### src/hdl/mcsw_pkg.sv
// Shared types and constants for the multi-channel software watchdog.
`default_nettype none

package mcsw_pkg;

    localparam int NUM_CHANNELS_DEF = 8;

    localparam int MODE_W      = 2;
    localparam int CHANNEL_W   = 8;
    localparam int TIMEOUT_W   = 32;
    localparam int EXP_CHAN_W  = 3;

    typedef enum logic [MODE_W-1:0] {
        MODE_TICK = 2'd0,
        MODE_FEED = 2'd1,
        MODE_REG  = 2'd2,
        MODE_NONE = 2'd3
    } mode_t;

    typedef enum logic [2:0] {
        ST_IDLE = 3'b001,
        ST_WALK = 3'b010,
        ST_RESP = 3'b100
    } state_t;

    // Commands from the controller to the datapath.
    typedef struct packed {
        logic accept_item;
        logic walk_step;
    } cmd_t;

    // Status from the datapath to the controller.
    typedef struct packed {
        logic tick_go;
        logic walk_stop;
    } status_t;

endpackage

`default_nettype wire

### src/hdl/mcsw_datapath.sv
// Datapath of the watchdog: channel stores, halt latch, walk pointer and result registers.
`default_nettype none

module mcsw_datapath
    import mcsw_pkg::*;
#(
    parameter int NUM_CHANNELS = NUM_CHANNELS_DEF
)
(
    input  wire logic                  clk,
    input  wire logic                  rst_n,
    input  wire cmd_t                  cmd,
    output status_t                    status,
    input  wire logic [MODE_W-1:0]     mode,
    input  wire logic [CHANNEL_W-1:0]  channel,
    input  wire logic [TIMEOUT_W-1:0]  timeout_ticks,
    input  wire logic                  run_enable,
    output logic                       accepted,
    output logic                       expired,
    output logic [EXP_CHAN_W-1:0]      expired_channel,
    output logic                       halted
);

    localparam int IDX_W = (NUM_CHANNELS > 1) ? $clog2(NUM_CHANNELS) : 1;

    logic [TIMEOUT_W-1:0]  reload_reg [NUM_CHANNELS];
    logic [TIMEOUT_W-1:0]  count_reg  [NUM_CHANNELS];
    logic [NUM_CHANNELS-1:0] run_reg;
    logic                  halt_reg;
    logic [IDX_W-1:0]      ptr_reg;
    logic                  accepted_reg;
    logic                  expired_reg;
    logic [EXP_CHAN_W-1:0] exp_chan_reg;

    logic                  in_range;
    logic [IDX_W-1:0]      addr;
    logic [TIMEOUT_W-1:0]  cur_count;
    logic                  cur_run;
    logic                  cur_zero;

    assign in_range  = ({1'b0, channel} < (CHANNEL_W+1)'(NUM_CHANNELS));
    assign addr      = cmd.walk_step ? ptr_reg : channel[IDX_W-1:0];
    assign cur_count = count_reg[addr];
    assign cur_run   = run_reg[addr];
    assign cur_zero  = (cur_count == '0);

    assign status.tick_go   = (mode_t'(mode) == MODE_TICK) && !halt_reg;
    assign status.walk_stop = (cur_run && cur_zero) || (ptr_reg == IDX_W'(NUM_CHANNELS - 1));

    always_ff @(posedge clk or negedge rst_n)
    begin
        if (!rst_n)
        begin
            for (int i = 0; i < NUM_CHANNELS; i++)
            begin
                reload_reg[i] <= '0;
                count_reg[i]  <= '0;
            end
            run_reg      <= '0;
            halt_reg     <= 1'b0;
            ptr_reg      <= '0;
            accepted_reg <= 1'b0;
            expired_reg  <= 1'b0;
            exp_chan_reg <= '0;
        end
        else if (cmd.accept_item)
        begin
            ptr_reg      <= '0;
            expired_reg  <= 1'b0;
            exp_chan_reg <= '0;
            accepted_reg <= 1'b1;
            unique case (mode_t'(mode))
                MODE_FEED:
                begin
                    if (in_range)
                    begin
                        count_reg[addr] <= reload_reg[addr];
                    end
                    else
                    begin
                        accepted_reg <= 1'b0;
                    end
                end
                MODE_REG:
                begin
                    if (in_range)
                    begin
                        reload_reg[addr] <= timeout_ticks;
                        count_reg[addr]  <= timeout_ticks;
                        run_reg[addr]    <= run_enable;
                        halt_reg         <= 1'b0;
                    end
                    else
                    begin
                        accepted_reg <= 1'b0;
                    end
                end
                default:
                begin
                end
            endcase
        end
        else if (cmd.walk_step)
        begin
            ptr_reg <= ptr_reg + 1'b1;
            if (cur_run)
            begin
                if (!cur_zero)
                begin
                    count_reg[addr] <= cur_count - 1'b1;
                end
                else
                begin
                    halt_reg     <= 1'b1;
                    expired_reg  <= 1'b1;
                    exp_chan_reg <= EXP_CHAN_W'(ptr_reg);
                end
            end
        end
    end

    assign accepted        = accepted_reg;
    assign expired         = expired_reg;
    assign expired_channel = exp_chan_reg;
    assign halted          = halt_reg;

    // While an expiry is reported, the halt latch is always set.
    assert property (@(posedge clk) disable iff (!rst_n) expired_reg |-> halt_reg)
        else $error("expired reported without halt latch");

endmodule

`default_nettype wire

### src/hdl/mcsw_ctrl.sv
// Controller state machine of the watchdog: accept, channel walk and result strobe.
`default_nettype none

module mcsw_ctrl
    import mcsw_pkg::*;
(
    input  wire logic    clk,
    input  wire logic    rst_n,
    input  wire logic    start,
    input  wire status_t status,
    output cmd_t         cmd,
    output logic         busy,
    output logic         done
);

    state_t state_reg;
    state_t state_next;

    always_comb
    begin
        state_next      = state_reg;
        cmd.accept_item = 1'b0;
        cmd.walk_step   = 1'b0;
        unique case (state_reg)
            ST_IDLE:
            begin
                if (start)
                begin
                    cmd.accept_item = 1'b1;
                    state_next      = status.tick_go ? ST_WALK : ST_RESP;
                end
            end
            ST_WALK:
            begin
                cmd.walk_step = 1'b1;
                if (status.walk_stop)
                begin
                    state_next = ST_RESP;
                end
            end
            ST_RESP:
            begin
                state_next = ST_IDLE;
            end
            default:
            begin
                state_next = ST_IDLE;
            end
        endcase
    end

    always_ff @(posedge clk or negedge rst_n)
    begin
        if (!rst_n)
        begin
            state_reg <= ST_IDLE;
        end
        else
        begin
            state_reg <= state_next;
        end
    end

    assign busy = (state_reg != ST_IDLE);
    assign done = (state_reg == ST_RESP);

    assert property (@(posedge clk) disable iff (!rst_n) (start && !busy) |=> busy)
        else $error("accepted transfer did not make the block busy");

    assert property (@(posedge clk) disable iff (!rst_n) done |=> (!done && !busy))
        else $error("result strobe longer than one cycle or block stayed busy");

    assert property (@(posedge clk) disable iff (!rst_n) done |-> busy)
        else $error("result strobe while the block was idle");

endmodule

`default_nettype wire

### src/hdl/multi_channel_soft_watchdog.sv
// Top level of the multi-channel software watchdog.
`default_nettype none

// A transfer is taken at the rising clock edge where start is high and busy is low; the
// fields mode, channel, timeout_ticks and run_enable are sampled at that edge. Exactly one
// result follows per transfer: done is high for one cycle and accepted, expired,
// expired_channel and halted are valid in that cycle. The receiver cannot stall, so it must
// capture the result whenever done is seen. Feed, register, unused-mode and halted-tick
// items go straight to the result: done is high in the cycle right after the accepting
// edge. A tick that runs the walk visits one channel per cycle, starting at channel 0,
// through the single read port of the channel stores; it finishes at the first running
// channel already at zero or after the last channel, and done follows in the result state.
// Busy stays high through the result cycle, and the next transfer can be taken in the cycle
// after done. All channel stores and the halt latch are cleared by reset at once; there is
// no clearing pass.
module multi_channel_soft_watchdog
    import mcsw_pkg::*;
#(
    parameter int NUM_CHANNELS = NUM_CHANNELS_DEF
)
(
    input  wire logic                  clk,
    input  wire logic                  rst_n,
    input  wire logic                  start,
    output logic                       busy,
    input  wire logic [MODE_W-1:0]     mode,
    input  wire logic [CHANNEL_W-1:0]  channel,
    input  wire logic [TIMEOUT_W-1:0]  timeout_ticks,
    input  wire logic                  run_enable,
    output logic                       done,
    output logic                       accepted,
    output logic                       expired,
    output logic [EXP_CHAN_W-1:0]      expired_channel,
    output logic                       halted
);

    cmd_t    cmd;
    status_t status;

    // The controller sequences each transfer; the datapath owns every store.
    mcsw_ctrl u_ctrl (
        .clk    (clk),
        .rst_n  (rst_n),
        .start  (start),
        .status (status),
        .cmd    (cmd),
        .busy   (busy),
        .done   (done)
    );

    mcsw_datapath #(
        .NUM_CHANNELS (NUM_CHANNELS)
    ) u_datapath (
        .clk             (clk),
        .rst_n           (rst_n),
        .cmd             (cmd),
        .status          (status),
        .mode            (mode),
        .channel         (channel),
        .timeout_ticks   (timeout_ticks),
        .run_enable      (run_enable),
        .accepted        (accepted),
        .expired         (expired),
        .expired_channel (expired_channel),
        .halted          (halted)
    );

endmodule

`default_nettype wire

### config.mk
export PLATFORM = sky130hd
export DESIGN_NAME = multi_channel_soft_watchdog
export DESIGN_NICKNAME = d
export VERILOG_FILES = /design/src/hdl/mcsw_pkg.sv /design/src/hdl/mcsw_datapath.sv /design/src/hdl/mcsw_ctrl.sv /design/src/hdl/multi_channel_soft_watchdog.sv
export SDC_FILE = /design/constraint.sdc
export NUM_CORES = 1
export LEC_CHECK = 0
export BUFFER_PORTS_ARGS = -buffer_cell sky130_fd_sc_hd__buf_4
export CAP_MARGIN = 20
export CORE_ASPECT_RATIO = 0.8
export CORE_MARGIN = 2
export CORE_UTILIZATION = 40
export CTS_CLUSTER_DIAMETER = 40
export DETAILED_ROUTE_END_ITERATION = 8
export PLACE_DENSITY = 0.53
export SLEW_MARGIN = 20
export SYNTH_ARGS = -nofsm -noshare
export SYNTH_HDL_FRONTEND = slang
export SYNTH_HIERARCHICAL = 1
export SYNTH_SLANG_ARGS = --single-unit
### constraint.sdc
create_clock -name clk -period 4.7 [get_ports clk]
set_clock_uncertainty 0.15 [all_clocks]
set_input_delay 0.94 -clock clk [delete_from_list [all_inputs] [get_ports clk]]
set_output_delay 0.94 -clock clk [all_outputs]
set_load 0.005 [all_outputs]
==> out/qor.yml <==
cells_and_area:
  n_antenna_cell: 0
  nets: 2259
  syn2layout_area_growth_pct: 19.9
  drive_above_1_share: 0.364
  final_area_um2: 31000
clock_tree:
  clk_latency_ns: 0.62
  cts_tree: "built"
  root_buffer: "clkbuf_16"
  cts_buffers: 75
  cts_sinks: 532
  cts.clk_slew.worst_paths_ns: 0.05
  postCtsHoldBufs: 0
  h-tree-depth: 3
  clk_path_buf_depth: 3
synth:
  synth_seq_cells: 532
  synth_top_cell_area_share: 0.515
  yosysMostFrequentCell: "dfrtp_1"
  synth-edff-count: 0
  postSynthAreaPerCell_um2: 12.6
  synth_top_family_by_area: "multiplexers"
  yosysSeqAreaShare: 0.516
  synthArstFlopShare: 1.00
  muxShareOfSynthArea: 0.242
  syn_inst: 2055
  synth_cell_types: 88
  synthTopCellsByArea: "dfrtp_1, mux2_2, mux2_1, nand2_1, a21oi_1"
  yosysTopAreaCell: "dfrtp_1"
  synth_simple_gate_area_share: 0.0808
  ys.flop_type: "dfrtp_1"
  synth_xor_xnor_area_share: 0.00407
  synthAdderAreaFrac: 0.00339
  syn-num-nets: 2108
  ys_warn_count: 6
  synth_compound_area_frac: 0.119
  synth_commonest_cells: "dfrtp_1, mux2_2, nand2_1, mux2_1, a21oi_1"
  syn_area_um2: 25800
power:
  leakage_nw: 14.5
  seqPwrFrac: 0.401
  p_clk_frac: 0.501
  swShare: 0.255
  pwr-share-comb: 0.097
  p_switching_mw: 2.97
  power_mw: 11.7
  p_int_mw: 8.71
  peakVddDrop_v: 0.000261
  power_density_nw_per_um2: 377
grt:
  grt.total_usage: 0.240
  grt_overflow_total: 0
  antenna_found_initial: 0
  grt_pass1_vias: 18700
  grt_pass1_wl_um: 121000
  grt_max_degree: 111
detailed_routing:
  drt.antenna.violating_nets: 0
  viasPerCell: 5.84
  num_vias: 18200
  wl_um: 78800
  drtPass1Iterations: 5
  drtIter0Drc: 1357
  drc: 0
  wl_per_cell_um: 25.3
run:
  drv_cap: 0
run_status:
  outcome: "finished, final reports clean"
timing:
  post-route-min-period_ns: 4.57
  hold_violations: 0
  setup_violations: 0
  fin_setup_tns_ns: 0
  slew_headroom: 0.239
  worstMarginPinSlew_ns: 1.14
  fmax_mhz: 219
  fin_crit_sh: 0.972
  drv_slew: 0
  hold_ws_ns: 0.231
  timing.final.ws_setup_ns: 0.133
  rsz0062_at_grt: "false"
placed_design:
  gp_congestion: 0.839
  dp_hpwl_um: 49800
  placed_area_um2: 28300
  post-place-ws_ns: -0.0922
  portBuffers: 53
setup_path:
  critPathSlowestCell: "and4_4"
  crit_type: "register to register"
  path_cells: "or2b_1 -> nor2_4 -> mux2_4 -> buf_12 -> buf_4 -> and2_0 -> a222oi_1 -> o211a_1 -> nor4b_1 -> buf_4 -> and4_4 -> buf_4 -> o41ai_4 -> buf_12 -> mux2_1"
  crit_path_max_incr_delay_ns: 0.38
  crit_top_cell: "buf_4"
  end_kind: "register"
  critPathRequiredTime_ns: 5.04
  crit_buf_inv: 5
  worstPathArrival_ns: 4.90
  critical_path.max_fanout: 66
  cp-start-kind: "register"
  crit_family: "simple AND/OR/NAND/NOR gates"
die:
  die_area_um2: 66600
  floorplan.die.height_um: 231
  io_pins: 54
  core_um2: 64000
  start_util: 0.404
  dieWidth_um: 288
  row_count: 83
worst_hold_path:
  hp-class: "input port to async pin"
[power by group through the flow]
stage	sequential, mW	clock [mW]	combinational, mW
3_5_place_dp	4.77	0	1.12
2_1_floorplan	4.76	0	0.538
3_3_place_gp	4.76	0	1.10
5_1_grt	4.69	6.21	1.23
6_report	4.69	5.86	1.14
4_1_cts	4.69	5.98	1.12
[kinds of logic after synthesis]
family,after synthesis
DFF,532
and+or+nand+nor,368
xor gates and xnor gates,12
muxes,551
buffers and inverters,173
adders and majority gates,7
AOI/OAI and AO/OA,412
[repair_timing]
item / in CTS / in global routing
pin swaps: 0 / 4
setup endpoints to repair: 28 / 122
gates resized for setup: 1 / 9
endpoints found under the hold margin: 0 / 0
buffers inserted: 0 / 7
[routing by layer]
| metal | share of wire | GRT usage |
|---|---|---|
| met1 | 0.48 | 0.354 |
| met2 | 0.44 | 0.356 |
| met3 | 0.064 | 0.0488 |
| met4 | 0.026 | 0.0685 |
| met5 | 0 | 0 |
[cell usage in the layout (no fill, tap or decap), types with 30 or more instances in the layout]
master,synthesis,routed
nor2_1,41,32
a21oi_1,106,106
mux2_1,107,107
a22oi_1,67,67
mux2i_1,46,45
buf_12,1,34
nand2_1,183,183
dfrtp_1,531,531
o21ai_0,44,43
mux2_2,374,374
buf_4,5,182
inv_1,30,30
a222oi_1,32,32
clkbuf_16,0,76
[final timing paths]
kind	start	end	slack, ns	cells after the start
worst max register to register	u_ctrl/state_reg[0]	u_datapath/count_reg[200]	0.13	15
worst min register to register	u_datapath/count_reg[184]	u_datapath/count_reg[184]	0.33	1
max in group asynchronous	rst_n	u_datapath/count_reg[240]	3.03	2
worst min-delay path	rst_n	u_datapath/reload_reg[54]	0.23	1
min in group clk	u_datapath/count_reg[184]	u_datapath/count_reg[184]	0.33	1
worst max-delay path	u_ctrl/state_reg[0]	u_datapath/count_reg[200]	0.13	15
[per-stage QoR]
| stage | std cells | util |
|---|---|---|
| global route | 3116 | 0.484 |
| CTS | 3109 | 0.482 |
| detailed placement | 2972 | 0.442 |
| global placement | 2972 | 0.442 |
| finish | 3116 | 0.484 |
| floorplan | 2055 | - |
[cell type report]
type / instances / area, µm²
Sequential cell: 532 / 13300
Fill cell: 5708 / 33000
Clock buffer: 101 / 2090
Clock inverter: 36 / 512
Multi-Input combinational cell: 1350 / 11800
Inverter: 30 / 113
Tap cell: 850 / 1060
Timing Repair Buffer: 217 / 2060
Power figures use the tool's default switching activity.
